File: src/hdl/kte_pkg.sv
`default_nettype none

package kte_pkg;

   // Label codes for named keys
   localparam logic [7:0] K_ESC   = 8'h80;
   localparam logic [7:0] K_TAB   = 8'h81;
   localparam logic [7:0] K_BS    = 8'h82;
   localparam logic [7:0] K_ENTER = 8'h83;
   localparam logic [7:0] K_UP    = 8'h84;
   localparam logic [7:0] K_DOWN  = 8'h85;
   localparam logic [7:0] K_RIGHT = 8'h86;
   localparam logic [7:0] K_LEFT  = 8'h87;
   localparam logic [7:0] K_HOME  = 8'h88;
   localparam logic [7:0] K_END   = 8'h89;
   localparam logic [7:0] K_PGUP  = 8'h8A;
   localparam logic [7:0] K_PGDN  = 8'h8B;
   localparam logic [7:0] K_INS   = 8'h8C;
   localparam logic [7:0] K_DEL   = 8'h8D;
   localparam logic [7:0] K_CTRL  = 8'h8E;
   localparam logic [7:0] K_SHIFT = 8'h8F;
   localparam logic [7:0] K_SYM   = 8'h90;
   // Marks a position past the layer's key count
   localparam logic [7:0] K_NONE  = 8'hFF;

   // Layer codes; the fourth code reads and toggles like base
   localparam logic [1:0] LAYER_BASE  = 2'd0;
   localparam logic [1:0] LAYER_SHIFT = 2'd1;
   localparam logic [1:0] LAYER_SYM   = 2'd2;

   // Terminal byte constants
   localparam logic [7:0] CH_ESC   = 8'h1B;
   localparam logic [7:0] CH_TAB   = 8'h09;
   localparam logic [7:0] CH_DEL   = 8'h7F;
   localparam logic [7:0] CH_CR    = 8'h0D;
   localparam logic [7:0] CH_CSI   = 8'h5B;
   localparam logic [7:0] CH_SS3   = 8'h4F;
   localparam logic [7:0] CH_TILDE = 8'h7E;
   localparam logic [7:0] CH_SPACE = 8'h20;
   localparam logic [7:0] CTRL_MASK = 8'h1F;

   localparam int MAP_DEPTH = 64;

   // Base layer, row by row
   localparam logic [7:0] BASE_MAP [0:MAP_DEPTH-1] = '{
      8'h80, 8'h31, 8'h32, 8'h33, 8'h34, 8'h35, 8'h36, 8'h37, 8'h38, 8'h39, 8'h30, 8'h82,
      8'h81, 8'h71, 8'h77, 8'h65, 8'h72, 8'h74, 8'h79, 8'h75, 8'h69, 8'h6F, 8'h70,
      8'h8E, 8'h61, 8'h73, 8'h64, 8'h66, 8'h67, 8'h68, 8'h6A, 8'h6B, 8'h6C, 8'h83,
      8'h8F, 8'h7A, 8'h78, 8'h63, 8'h76, 8'h62, 8'h6E, 8'h6D, 8'h2C, 8'h2E, 8'h27,
      8'h90, 8'h2D, 8'h2F, 8'h20, 8'h87, 8'h84, 8'h85, 8'h86,
      8'hFF, 8'hFF, 8'hFF, 8'hFF, 8'hFF, 8'hFF, 8'hFF, 8'hFF, 8'hFF, 8'hFF, 8'hFF
   };

   // One-shot shift layer
   localparam logic [7:0] SHIFT_MAP [0:MAP_DEPTH-1] = '{
      8'h80, 8'h31, 8'h32, 8'h33, 8'h34, 8'h35, 8'h36, 8'h37, 8'h38, 8'h39, 8'h30, 8'h82,
      8'h81, 8'h51, 8'h57, 8'h45, 8'h52, 8'h54, 8'h59, 8'h55, 8'h49, 8'h4F, 8'h50,
      8'h8E, 8'h41, 8'h53, 8'h44, 8'h46, 8'h47, 8'h48, 8'h4A, 8'h4B, 8'h4C, 8'h83,
      8'h8F, 8'h5A, 8'h58, 8'h43, 8'h56, 8'h42, 8'h4E, 8'h4D, 8'h3C, 8'h3E, 8'h22,
      8'h90, 8'h5F, 8'h3F, 8'h20, 8'h87, 8'h84, 8'h85, 8'h86,
      8'hFF, 8'hFF, 8'hFF, 8'hFF, 8'hFF, 8'hFF, 8'hFF, 8'hFF, 8'hFF, 8'hFF, 8'hFF
   };

   // Latched symbol layer
   localparam logic [7:0] SYM_MAP [0:MAP_DEPTH-1] = '{
      8'h80, 8'h21, 8'h40, 8'h23, 8'h24, 8'h25, 8'h5E, 8'h26, 8'h2A, 8'h28, 8'h29, 8'h82,
      8'h81, 8'h7E, 8'h60, 8'h7C, 8'h5C, 8'h7B, 8'h7D, 8'h5B, 8'h5D, 8'h3C, 8'h3E,
      8'h8E, 8'h3B, 8'h3A, 8'h22, 8'h3D, 8'h2B, 8'h5F, 8'h3F, 8'h83,
      8'h8F, 8'h88, 8'h89, 8'h8A, 8'h8B, 8'h8C, 8'h8D,
      8'h90, 8'h2D, 8'h2F, 8'h20, 8'h87, 8'h84, 8'h85, 8'h86,
      8'hFF, 8'hFF, 8'hFF, 8'hFF, 8'hFF, 8'hFF, 8'hFF, 8'hFF,
      8'hFF, 8'hFF, 8'hFF, 8'hFF, 8'hFF, 8'hFF, 8'hFF, 8'hFF, 8'hFF
   };

   // One encoded key: bytes in send order, index of the final byte
   typedef struct packed {
      logic [3:0][7:0] bytes;
      logic [1:0]      last_idx;
   } seq_type;

   // Queue status seen by the front and back parts
   typedef struct packed {
      logic full;
      logic not_empty;
   } queue_status_type;

   // Fold a printable character under an armed Ctrl
   function automatic logic [7:0] ctrl_fold(input logic [7:0] ch);
      logic [7:0] up;
      logic [7:0] res;
      up  = (ch >= 8'h61 && ch <= 8'h7A) ? ch - CH_SPACE : ch;
      res = ch;
      if (ch == CH_SPACE) begin
         res = 8'h00;
      end else if (up >= 8'h40 && up <= 8'h5F) begin
         res = up & CTRL_MASK;
      end
      return res;
   endfunction

   // Turn an emitting label into its terminal byte sequence
   function automatic seq_type encode_key(input logic [7:0] key, input logic ctrl,
                                          input logic app);
      seq_type    s;
      logic [7:0] cur;
      s   = '0;
      cur = app ? CH_SS3 : CH_CSI;
      s.bytes[0] = CH_ESC;
      if (key < 8'h80) begin
         s.bytes[0] = ctrl ? ctrl_fold(key) : key;
         s.last_idx = 2'd0;
      end else begin
         unique case (key)
            K_ESC:   s.last_idx = 2'd0;
            K_TAB:   begin s.bytes[0] = CH_TAB; s.last_idx = 2'd0; end
            K_BS:    begin s.bytes[0] = CH_DEL; s.last_idx = 2'd0; end
            K_ENTER: begin s.bytes[0] = CH_CR;  s.last_idx = 2'd0; end
            K_UP:    begin s.bytes[1] = cur; s.bytes[2] = 8'h41; s.last_idx = 2'd2; end
            K_DOWN:  begin s.bytes[1] = cur; s.bytes[2] = 8'h42; s.last_idx = 2'd2; end
            K_RIGHT: begin s.bytes[1] = cur; s.bytes[2] = 8'h43; s.last_idx = 2'd2; end
            K_LEFT:  begin s.bytes[1] = cur; s.bytes[2] = 8'h44; s.last_idx = 2'd2; end
            K_HOME:  begin s.bytes[1] = cur; s.bytes[2] = 8'h48; s.last_idx = 2'd2; end
            K_END:   begin s.bytes[1] = cur; s.bytes[2] = 8'h46; s.last_idx = 2'd2; end
            K_PGUP:  begin
               s.bytes[1] = CH_CSI; s.bytes[2] = 8'h35; s.bytes[3] = CH_TILDE;
               s.last_idx = 2'd3;
            end
            K_PGDN:  begin
               s.bytes[1] = CH_CSI; s.bytes[2] = 8'h36; s.bytes[3] = CH_TILDE;
               s.last_idx = 2'd3;
            end
            K_INS:   begin
               s.bytes[1] = CH_CSI; s.bytes[2] = 8'h32; s.bytes[3] = CH_TILDE;
               s.last_idx = 2'd3;
            end
            default: begin
               s.bytes[1] = CH_CSI; s.bytes[2] = 8'h33; s.bytes[3] = CH_TILDE;
               s.last_idx = 2'd3;
            end
         endcase
      end
      return s;
   endfunction

endpackage

`default_nettype wire

File: src/hdl/key_to_terminal_byte_encoder.sv
// Channel | Direction | Fields                         | Handshake
// req_    | in        | key_position, app_cursor_mode  | req_valid / req_ready
// rsp_    | out       | out_byte, last_byte            | rsp_valid / rsp_ready
//
// A key press is classified in the cycle it is taken; its bytes leave one per
// cycle while rsp_ready is high, 1 to 4 per key, from one output register.
// Modifier keys and positions past the layer's key count produce no bytes.
// req_ready drops only while the sequence queue (QUEUE_DEPTH keys) is full.
// Synchronous reset returns to the base layer with Ctrl unarmed and empties
// the queue and output register.
`default_nettype none

module key_to_terminal_byte_encoder import kte_pkg::*; #(
   parameter int QUEUE_DEPTH = 2
) (
   input  wire logic       clock,
   input  wire logic       reset,
   input  wire logic       req_valid,
   output logic            req_ready,
   input  wire logic [5:0] req_key_position,
   input  wire logic       req_app_cursor_mode,
   output logic            rsp_valid,
   input  wire logic       rsp_ready,
   output logic [7:0]      rsp_out_byte,
   output logic            rsp_last_byte
);

   queue_status_type q_status;
   logic             q_push, q_pop;
   seq_type          q_push_data, q_pop_data;

   // Classify keys and keep the layer and Ctrl state
   kte_front u_front (
      .clock               (clock),
      .reset               (reset),
      .req_valid           (req_valid),
      .req_ready           (req_ready),
      .req_key_position    (req_key_position),
      .req_app_cursor_mode (req_app_cursor_mode),
      .q_status            (q_status),
      .q_push              (q_push),
      .q_data              (q_push_data)
   );

   // Hold encoded sequences between the two sides
   kte_queue #(
      .DEPTH (QUEUE_DEPTH)
   ) u_queue (
      .clock     (clock),
      .reset     (reset),
      .push      (q_push),
      .push_data (q_push_data),
      .pop       (q_pop),
      .pop_data  (q_pop_data),
      .status    (q_status)
   );

   // Send each sequence byte by byte
   kte_back u_back (
      .clock         (clock),
      .reset         (reset),
      .q_status      (q_status),
      .q_data        (q_pop_data),
      .q_pop         (q_pop),
      .rsp_valid     (rsp_valid),
      .rsp_ready     (rsp_ready),
      .rsp_out_byte  (rsp_out_byte),
      .rsp_last_byte (rsp_last_byte)
   );

endmodule

`default_nettype wire

File: src/hdl/kte_queue.sv
`default_nettype none

module kte_queue import kte_pkg::*; #(
   parameter int DEPTH = 2
) (
   input  wire logic             clock,
   input  wire logic             reset,
   input  wire logic             push,
   input  wire seq_type          push_data,
   input  wire logic             pop,
   output seq_type               pop_data,
   output queue_status_type      status
);

   localparam int PTR_W = $clog2(DEPTH);
   localparam int CNT_W = $clog2(DEPTH + 1);
   localparam logic [PTR_W-1:0] PTR_LAST = PTR_W'(DEPTH - 1);
   localparam logic [CNT_W-1:0] CNT_FULL = CNT_W'(DEPTH);

   seq_type          entries_ff [DEPTH];
   logic [PTR_W-1:0] wr_ptr_ff, wr_ptr_in;
   logic [PTR_W-1:0] rd_ptr_ff, rd_ptr_in;
   logic [CNT_W-1:0] count_ff, count_in;
   logic             do_push, do_pop;

   assign status.full      = (count_ff == CNT_FULL);
   assign status.not_empty = (count_ff != '0);
   assign do_push  = push && !status.full;
   assign do_pop   = pop && status.not_empty;
   assign pop_data = entries_ff[rd_ptr_ff];

   // Advance pointers with wrap, track fill
   always_comb begin
      wr_ptr_in = wr_ptr_ff;
      rd_ptr_in = rd_ptr_ff;
      count_in  = count_ff;
      if (do_push) begin
         wr_ptr_in = (wr_ptr_ff == PTR_LAST) ? '0 : wr_ptr_ff + 1'b1;
      end
      if (do_pop) begin
         rd_ptr_in = (rd_ptr_ff == PTR_LAST) ? '0 : rd_ptr_ff + 1'b1;
      end
      if (do_push && !do_pop) begin
         count_in = count_ff + 1'b1;
      end else if (do_pop && !do_push) begin
         count_in = count_ff - 1'b1;
      end
   end

   always_ff @(posedge clock) begin
      if (reset) begin
         wr_ptr_ff <= '0;
         rd_ptr_ff <= '0;
         count_ff  <= '0;
      end else begin
         wr_ptr_ff <= wr_ptr_in;
         rd_ptr_ff <= rd_ptr_in;
         count_ff  <= count_in;
      end
   end

   // Store the pushed entry
   always_ff @(posedge clock) begin
      if (do_push) begin
         entries_ff[wr_ptr_ff] <= push_data;
      end
   end

endmodule

`default_nettype wire

File: src/hdl/kte_front.sv
`default_nettype none

module kte_front import kte_pkg::*; (
   input  wire logic             clock,
   input  wire logic             reset,
   input  wire logic             req_valid,
   output logic                  req_ready,
   input  wire logic [5:0]       req_key_position,
   input  wire logic             req_app_cursor_mode,
   input  wire queue_status_type q_status,
   output logic                  q_push,
   output seq_type               q_data
);

   logic [1:0] layer_ff, layer_in;
   logic       ctrl_ff, ctrl_in;
   logic [7:0] label;
   logic       accept;

   assign req_ready = !q_status.full;
   assign accept    = req_valid && req_ready;

   // Look the label up in the active layer map
   always_comb begin
      unique case (layer_ff)
         LAYER_SYM:   label = SYM_MAP[req_key_position];
         LAYER_SHIFT: label = SHIFT_MAP[req_key_position];
         default:     label = BASE_MAP[req_key_position];
      endcase
   end

   assign q_data = encode_key(label, ctrl_ff, req_app_cursor_mode);

   // Classify the key: modifiers change state, other in-range keys go to the queue
   always_comb begin
      layer_in = layer_ff;
      ctrl_in  = ctrl_ff;
      q_push   = 1'b0;
      if (accept && label != K_NONE) begin
         priority if (label == K_CTRL) begin
            ctrl_in = ~ctrl_ff;
         end else if (label == K_SHIFT) begin
            layer_in = (layer_ff == LAYER_SHIFT) ? LAYER_BASE : LAYER_SHIFT;
         end else if (label == K_SYM) begin
            layer_in = (layer_ff == LAYER_SYM) ? LAYER_BASE : LAYER_SYM;
         end else begin
            q_push  = 1'b1;
            ctrl_in = 1'b0;
            if (layer_ff == LAYER_SHIFT) begin
               layer_in = LAYER_BASE;
            end
         end
      end
   end

   always_ff @(posedge clock) begin
      if (reset) begin
         layer_ff <= LAYER_BASE;
         ctrl_ff  <= 1'b0;
      end else begin
         layer_ff <= layer_in;
         ctrl_ff  <= ctrl_in;
      end
   end

endmodule

`default_nettype wire

File: src/hdl/kte_back.sv
`default_nettype none

module kte_back import kte_pkg::*; (
   input  wire logic             clock,
   input  wire logic             reset,
   input  wire queue_status_type q_status,
   input  wire seq_type          q_data,
   output logic                  q_pop,
   output logic                  rsp_valid,
   input  wire logic             rsp_ready,
   output logic [7:0]            rsp_out_byte,
   output logic                  rsp_last_byte
);

   logic            valid_ff, valid_in;
   logic [3:0][7:0] bytes_ff, bytes_in;
   logic [1:0]      left_ff, left_in;
   logic            sent_last;

   assign rsp_valid     = valid_ff;
   assign rsp_out_byte  = bytes_ff[0];
   assign rsp_last_byte = (left_ff == 2'd0);
   assign sent_last     = valid_ff && rsp_ready && rsp_last_byte;
   assign q_pop         = q_status.not_empty && (!valid_ff || sent_last);

   // Shift out the current sequence, load the next one behind its last byte
   always_comb begin
      valid_in = valid_ff;
      bytes_in = bytes_ff;
      left_in  = left_ff;
      if (q_pop) begin
         valid_in = 1'b1;
         bytes_in = q_data.bytes;
         left_in  = q_data.last_idx;
      end else if (sent_last) begin
         valid_in = 1'b0;
      end else if (valid_ff && rsp_ready) begin
         bytes_in = {8'h00, bytes_ff[3:1]};
         left_in  = left_ff - 1'b1;
      end
   end

   always_ff @(posedge clock) begin
      if (reset) begin
         valid_ff <= 1'b0;
      end else begin
         valid_ff <= valid_in;
      end
   end

   always_ff @(posedge clock) begin
      bytes_ff <= bytes_in;
      left_ff  <= left_in;
   end

endmodule

`default_nettype wire

File: config.mk
export PLATFORM = sky130hd
export DESIGN_NAME = key_to_terminal_byte_encoder
export DESIGN_NICKNAME = d
export VERILOG_FILES = /design/src/hdl/kte_pkg.sv /design/src/hdl/key_to_terminal_byte_encoder.sv /design/src/hdl/kte_queue.sv /design/src/hdl/kte_front.sv /design/src/hdl/kte_back.sv
export SDC_FILE = /design/constraint.sdc
export NUM_CORES = 1
export LEC_CHECK = 0
export BUFFER_PORTS_ARGS = -buffer_cell sky130_fd_sc_hd__clkbuf_2
export CAP_MARGIN = 20
export CORE_UTILIZATION = 45
export DETAILED_ROUTE_END_ITERATION = 16
export MAX_ROUTING_LAYER = met4
export PLACE_DENSITY_LB_ADDON = 0.3
export RECOVER_POWER = 50
export SETUP_SLACK_MARGIN = 0.02
export SLEW_MARGIN = 20
export SYNTH_ARGS = -nofsm -noshare
export SYNTH_HDL_FRONTEND = slang
export SYNTH_HIERARCHICAL = 1
export SYNTH_SLANG_ARGS = --single-unit
File: constraint.sdc
create_clock -name clock -period 11.6 [get_ports clock]
set_clock_uncertainty 0.2 [all_clocks]
set_input_delay 1.74 -clock clock [delete_from_list [all_inputs] [get_ports clock]]
set_output_delay 1.74 -clock clock [all_outputs]
set_load 0.03 [all_outputs]
==> report_table.html <==
<table>
<tr><th>Metric</th><th>Value</th></tr>
<tr><th colspan="2">STA</th></tr>
<tr><td>Final-report hold violation count</td><td>0</td></tr>
<tr><td>RSZ-0062 raised after global routing</td><td>no</td></tr>
<tr><td>Final Max Tran Viols</td><td>35</td></tr>
<tr><td>Slew HR</td><td>-31.0%</td></tr>
<tr><td>Final Setup Violations</td><td>0</td></tr>
<tr><td>Slew at the pin with the worst max-slew slack</td><td>1.96 ns</td></tr>
<tr><td>Tcrit/Tclk final</td><td>55.7%</td></tr>
<tr><td>Tmin final</td><td>approximately 6.5 ns</td></tr>
<tr><td>WHS</td><td>~0.3 ns</td></tr>
<tr><td>Top achievable clock speed</td><td>0.155 GHz</td></tr>
<tr><td>Setup TNS after final layout</td><td>0 ns</td></tr>
<tr><th colspan="2">Final layout</th></tr>
<tr><td>Area grow syn2layout</td><td>2.62%</td></tr>
<tr><td>Number of diodes added for antenna fixing</td><td>0</td></tr>
<tr><td>Layout fillers</td><td>1338</td></tr>
<tr><td>End-of-flow core utilization</td><td>about 48%</td></tr>
<tr><td>Nets</td><td>around 590</td></tr>
<tr><td>Area used by sequential logic in the layout</td><td>about 3200 um2</td></tr>
<tr><td>Fraction of final layout cells sized beyond drive strength 1</td><td>16.8%</td></tr>
<tr><td>Final std cell area, no fill</td><td>6960 um2</td></tr>
<tr><td>Area of combinational cells with multiple inputs</td><td>2950 um2</td></tr>
<tr><th colspan="2">Detailed routing</th></tr>
<tr><td>1st-iter DRT viols</td><td>558</td></tr>
<tr><td>Post-route antenna net violation count</td><td>0</td></tr>
<tr><td>Via total after detailed routing</td><td>4542</td></tr>
<tr><td>Final WL</td><td>14.7 mm</td></tr>
<tr><td>Residual DRC count</td><td>3</td></tr>
<tr><td>Drt via density</td><td>6.05</td></tr>
<tr><td>1st-pass router iterations</td><td>11</td></tr>
<tr><td>Detailed-route wire length per cell</td><td>about 20 um</td></tr>
<tr><th colspan="2">GRT</th></tr>
<tr><td>Met3 Resource Use GR</td><td>4.51%</td></tr>
<tr><td>GRT met2 Usage</td><td>27.0%</td></tr>
<tr><td>Peak-usage layer in the global routing report</td><td>met1</td></tr>
<tr><td>Maximum number of pins on one net before global-route repair</td><td>about 60</td></tr>
<tr><td>Overall routing resource usage</td><td>19.9%</td></tr>
<tr><td>Number of global-route vias before repair</td><td>4237</td></tr>
<tr><td>Antenna violations before repair</td><td>0</td></tr>
<tr><td>Met1 track demand over resource</td><td>29.3%</td></tr>
<tr><td>Overflow after GRT</td><td>0</td></tr>
<tr><td>Global-route wire length before repair</td><td>approximately 23 mm</td></tr>
<tr><th colspan="2">Critical path</th></tr>
<tr><td>Category of the worst setup path capture point</td><td>flop</td></tr>
<tr><td>Crit path arrival time</td><td>approximately 6.5 ns</td></tr>
<tr><td>Reg2Reg Depth</td><td>14</td></tr>
<tr><td>Library cell contributing the largest single delay on the critical path</td><td>ha_1</td></tr>
<tr><td>Slowest Stage Delay on Critical Path</td><td>0.62 ns</td></tr>
<tr><td>Path type of the worst setup path</td><td>input pin to flop</td></tr>
<tr><td>CP required</td><td>11.67 ns</td></tr>
<tr><td>Reg-to-Reg Start</td><td>u_front/layer_ff[0]</td></tr>
<tr><td>R2R setup slack</td><td>just over 7 ns</td></tr>
<tr><td>Crit path max fanout</td><td>15</td></tr>
<tr><td>Cells along the critical path</td><td>clkbuf_1, inv_1, ha_1, or3b_1, and3_1, a211oi_1, o221ai_1, nor4_1, nor4b_1, nor4_1, inv_1, nor2_1, ha_1, or3_1, a21oi_1</td></tr>
<tr><td>Capture point of the critical path</td><td>u_queue/count_ff[1]</td></tr>
<tr><td>Reg-to-Reg End</td><td>u_queue/count_ff[1]</td></tr>
<tr><td>Buffers &amp; Inverters on Critical Path</td><td>3</td></tr>
<tr><td>CP Launch Point</td><td>req_key_position[0]</td></tr>
<tr><td>Startpoint types</td><td>input pin</td></tr>
<tr><td>Depth of the critical timing path with buffers and inverters included</td><td>15</td></tr>
<tr><td>Gate family responsible for the most delay along the worst path</td><td>simple AND/OR/NAND/NOR gates</td></tr>
<tr><th colspan="2">Floorplanning</th></tr>
<tr><td>Ports placed on the boundary</td><td>22</td></tr>
<tr><td>Effective utilization at floorplan</td><td>46.3%</td></tr>
<tr><td>Die height</td><td>125 um</td></tr>
<tr><td>Floorplan die width</td><td>125 um</td></tr>
<tr><td>FP Rows</td><td>44</td></tr>
<tr><td>Total die area</td><td>between 15000 and 20000 um2</td></tr>
<tr><td>Core Box Area</td><td>approximately 15000 um2</td></tr>
<tr><th colspan="2">Logic synthesis</th></tr>
<tr><td>Largest area contributor in the netlist</td><td>edfxtp_1</td></tr>
<tr><td>Fraction of synthesized cell area taken by the top area cell type</td><td>a little under half</td></tr>
<tr><td>Netlist Area Pre-Place</td><td>6780 um2</td></tr>
<tr><td>Synth top cells by count</td><td>edfxtp_1 (102), mux2_2 (44), nor2_1 (32)</td></tr>
<tr><td>Top area cells in the synthesized netlist</td><td>edfxtp_1 (45%), mux2_2 (7.3%), mux2_4 (4.4%)</td></tr>
<tr><td>Number of distinct standard cells referenced by the synthesized netlist</td><td>85</td></tr>
<tr><td>Proportion of synthesized flip-flops having asynchronous set or reset</td><td>0%</td></tr>
<tr><td>Cell count after synthesis</td><td>577</td></tr>
<tr><td>Ys flop type</td><td>edfxtp_1</td></tr>
<tr><td>EDFF count, synth</td><td>102</td></tr>
<tr><td>Synthesized area per cell</td><td>approximately 12 um2</td></tr>
<tr><td>Sequential fraction of the synthesis area</td><td>47.8%</td></tr>
<tr><td>Seq cells post-synth</td><td>111</td></tr>
<tr><td>Synthesis warning total</td><td>6</td></tr>
<tr><td>Library cell with the highest instance count after synthesis</td><td>edfxtp_1</td></tr>
<tr><th colspan="2">Clock tree</th></tr>
<tr><td>Post-CTS Hold Fix Bufs</td><td>0</td></tr>
<tr><td>Maximum root-to-sink buffer count</td><td>2</td></tr>
<tr><td>Total number of clock tree sinks</td><td>111</td></tr>
<tr><td>Clk slew on worst S/H paths</td><td>0.07 ns</td></tr>
<tr><td>Number of buffers created by CTS</td><td>9</td></tr>
<tr><td>Worst skew pair latency</td><td>approximately 0.34 ns</td></tr>
<tr><td>Root cell of the clock tree</td><td>clkbuf_16</td></tr>
<tr><td>Buffers inserted during post-CTS setup optimization</td><td>0</td></tr>
<tr><td>Cts repair resizes</td><td>0</td></tr>
<tr><td>H-tree depth reported by CTS</td><td>3</td></tr>
<tr><td>CTS tree</td><td>done</td></tr>
<tr><th colspan="2">Power</th></tr>
<tr><td>Power density of the placed cells</td><td>207 nW/um2</td></tr>
<tr><td>Worst ir drop on vdd</td><td>0.364 mV</td></tr>
<tr><td>Switching power as a share of total power</td><td>32.8%</td></tr>
<tr><td>Pleak</td><td>2.44 nW</td></tr>
<tr><td>Switching power summed over all nets</td><td>473 uW</td></tr>
<tr><td>Share of power burned in combinational logic</td><td>roughly a third</td></tr>
<tr><td>Clk network pwr share</td><td>21.4%</td></tr>
<tr><td>Sequential group share of total power</td><td>45.0%</td></tr>
<tr><td>Cell internal power dissipation</td><td>970 uW</td></tr>
<tr><th colspan="2">Min path</th></tr>
<tr><td>Hold crit path type</td><td>flop to flop</td></tr>
<tr><th colspan="2">Run status</th></tr>
<tr><td>Violated checks</td><td>DRC, capacitance limit, slew limit</td></tr>
<tr><td>Status</td><td>finished with violations</td></tr>
<tr><th colspan="2">Placement</th></tr>
<tr><td>Post-DP HPWL</td><td>about 9.7 mm</td></tr>
<tr><td>Dpl cell area</td><td>approximately 6800 um2</td></tr>
<tr><td>Final estimated routing congestion in global placement</td><td>0.954</td></tr>
<tr><td>Port bufs</td><td>21</td></tr>
<tr><th colspan="2">Run</th></tr>
<tr><td>Max Cap Viol</td><td>1</td></tr>
</table>
## per-stage QoR
step,power [mW],worst slack [ns],cells
after floorplan,1.13,6.14,582
after global placement,1.20,5.58,735
after detailed placement,1.21,5.42,735
after CTS,1.52,5.80,751
after global routing,1.52,4.81,751
final,1.44,5.14,751
## worst reg2reg max path, stage by stage, from the launching register on
cell,delay (ns)
dfxtp_1,0.33
inv_1,0.05
ha_1,0.57
nor2_1,0.24
a31o_2,0.28
a211oi_1,0.32
o221ai_1,0.27
nor4_1,0.48
nor4b_1,0.50
nor4_1,0.13
inv_1,0.11
nor2_1,0.07
ha_1,0.34
or3_1,0.35
a21oi_1,0.14
## placed cells by master, fill, tap and decap left out, types with 6 or more instances in the layout
cell	count
conb_1	6
nor3_1	8
a21oi_1	25
ha_1	18
a211o_1	7
clkbuf_1	13
dfxtp_1	9
nand3_1	7
nor2b_1	9
nand2_1	25
clkbuf_2	9
and2_0	8
a31oi_1	8
nand2b_1	21
mux2_1	19
edfxtp_1	102
nor4_1	6
mux2i_1	6
a211oi_1	9
mux2_2	44
o21ai_0	17
inv_1	23
buf_4	6
clkbuf_16	9
nor2_1	32
## logic make-up (layout without fill, tap and decap cells)
family | Yosys count | in the layout | synth area share [%]
buffers and inverters | 84 | 69 | 7.27
AOI/OAI and AO/OA | 132 | 132 | 15.1
xor gates and xnor gates | 5 | 5 | 0.646
other | 1 | 6 | 0.0553
DFF | 111 | 111 | 47.8
and+or+nand+nor | 155 | 155 | 12.9
muxes | 71 | 71 | 13.0
adders and majority gates | 18 | 18 | 3.32
## how the worst min path moves through the flow
stage	from	end	slack, ns	cells after the start
3_5_place_dp	u_front/layer_ff[1]	u_front/layer_ff[1]	0.29	2
2_1_floorplan	u_queue/wr_ptr_ff	u_queue/wr_ptr_ff	0.25	2
4_1_cts	u_front/layer_ff[1]	u_front/layer_ff[1]	0.30	2
6_report	u_front/layer_ff[1]	u_front/layer_ff[1]	0.29	2
3_3_place_gp	u_queue/wr_ptr_ff	u_queue/wr_ptr_ff	0.27	2
5_1_grt	u_queue/rd_ptr_ff	flop	0.33	2
## cell type report
type                            count  share of cell area [%]
Multi-Input combinational cell    387                    42.4
Tap cell                          184                    3.31
Clock buffer                        9                    3.24
Timing Repair Buffer               28                    2.00
Sequential cell                   111                    46.6
Clock inverter                      7                    1.15
Inverter                           25                    1.35
## power by group through the flow
stage	registers (mW)	clock network, mW	logic, mW
6_report	0.650	0.309	0.485
5_1_grt	0.662	0.331	0.531
4_1_cts	0.648	0.316	0.559
3_5_place_dp	0.657	0	0.555
3_3_place_gp	0.652	0	0.550
2_1_floorplan	0.653	0	0.481
## flip-flops by register name (all words and copies together) (netlist names), 2 cells and up, named ones only
register	flops
u_back/bytes_ff	24
u_back/left_ff	2
u_back/rsp_out_byte	8
u_front/layer_ff	2
u_queue/count_ff	2
u_queue/entries_ff	68
## layer usage
layer	vias up	share of wire [%]
li1	2127	-
met1	2202	49
met2	189	42
met3	24	7.5
met4	0	1.5
met5	-	0
Note: power is estimated with default switching activity, not from simulation.
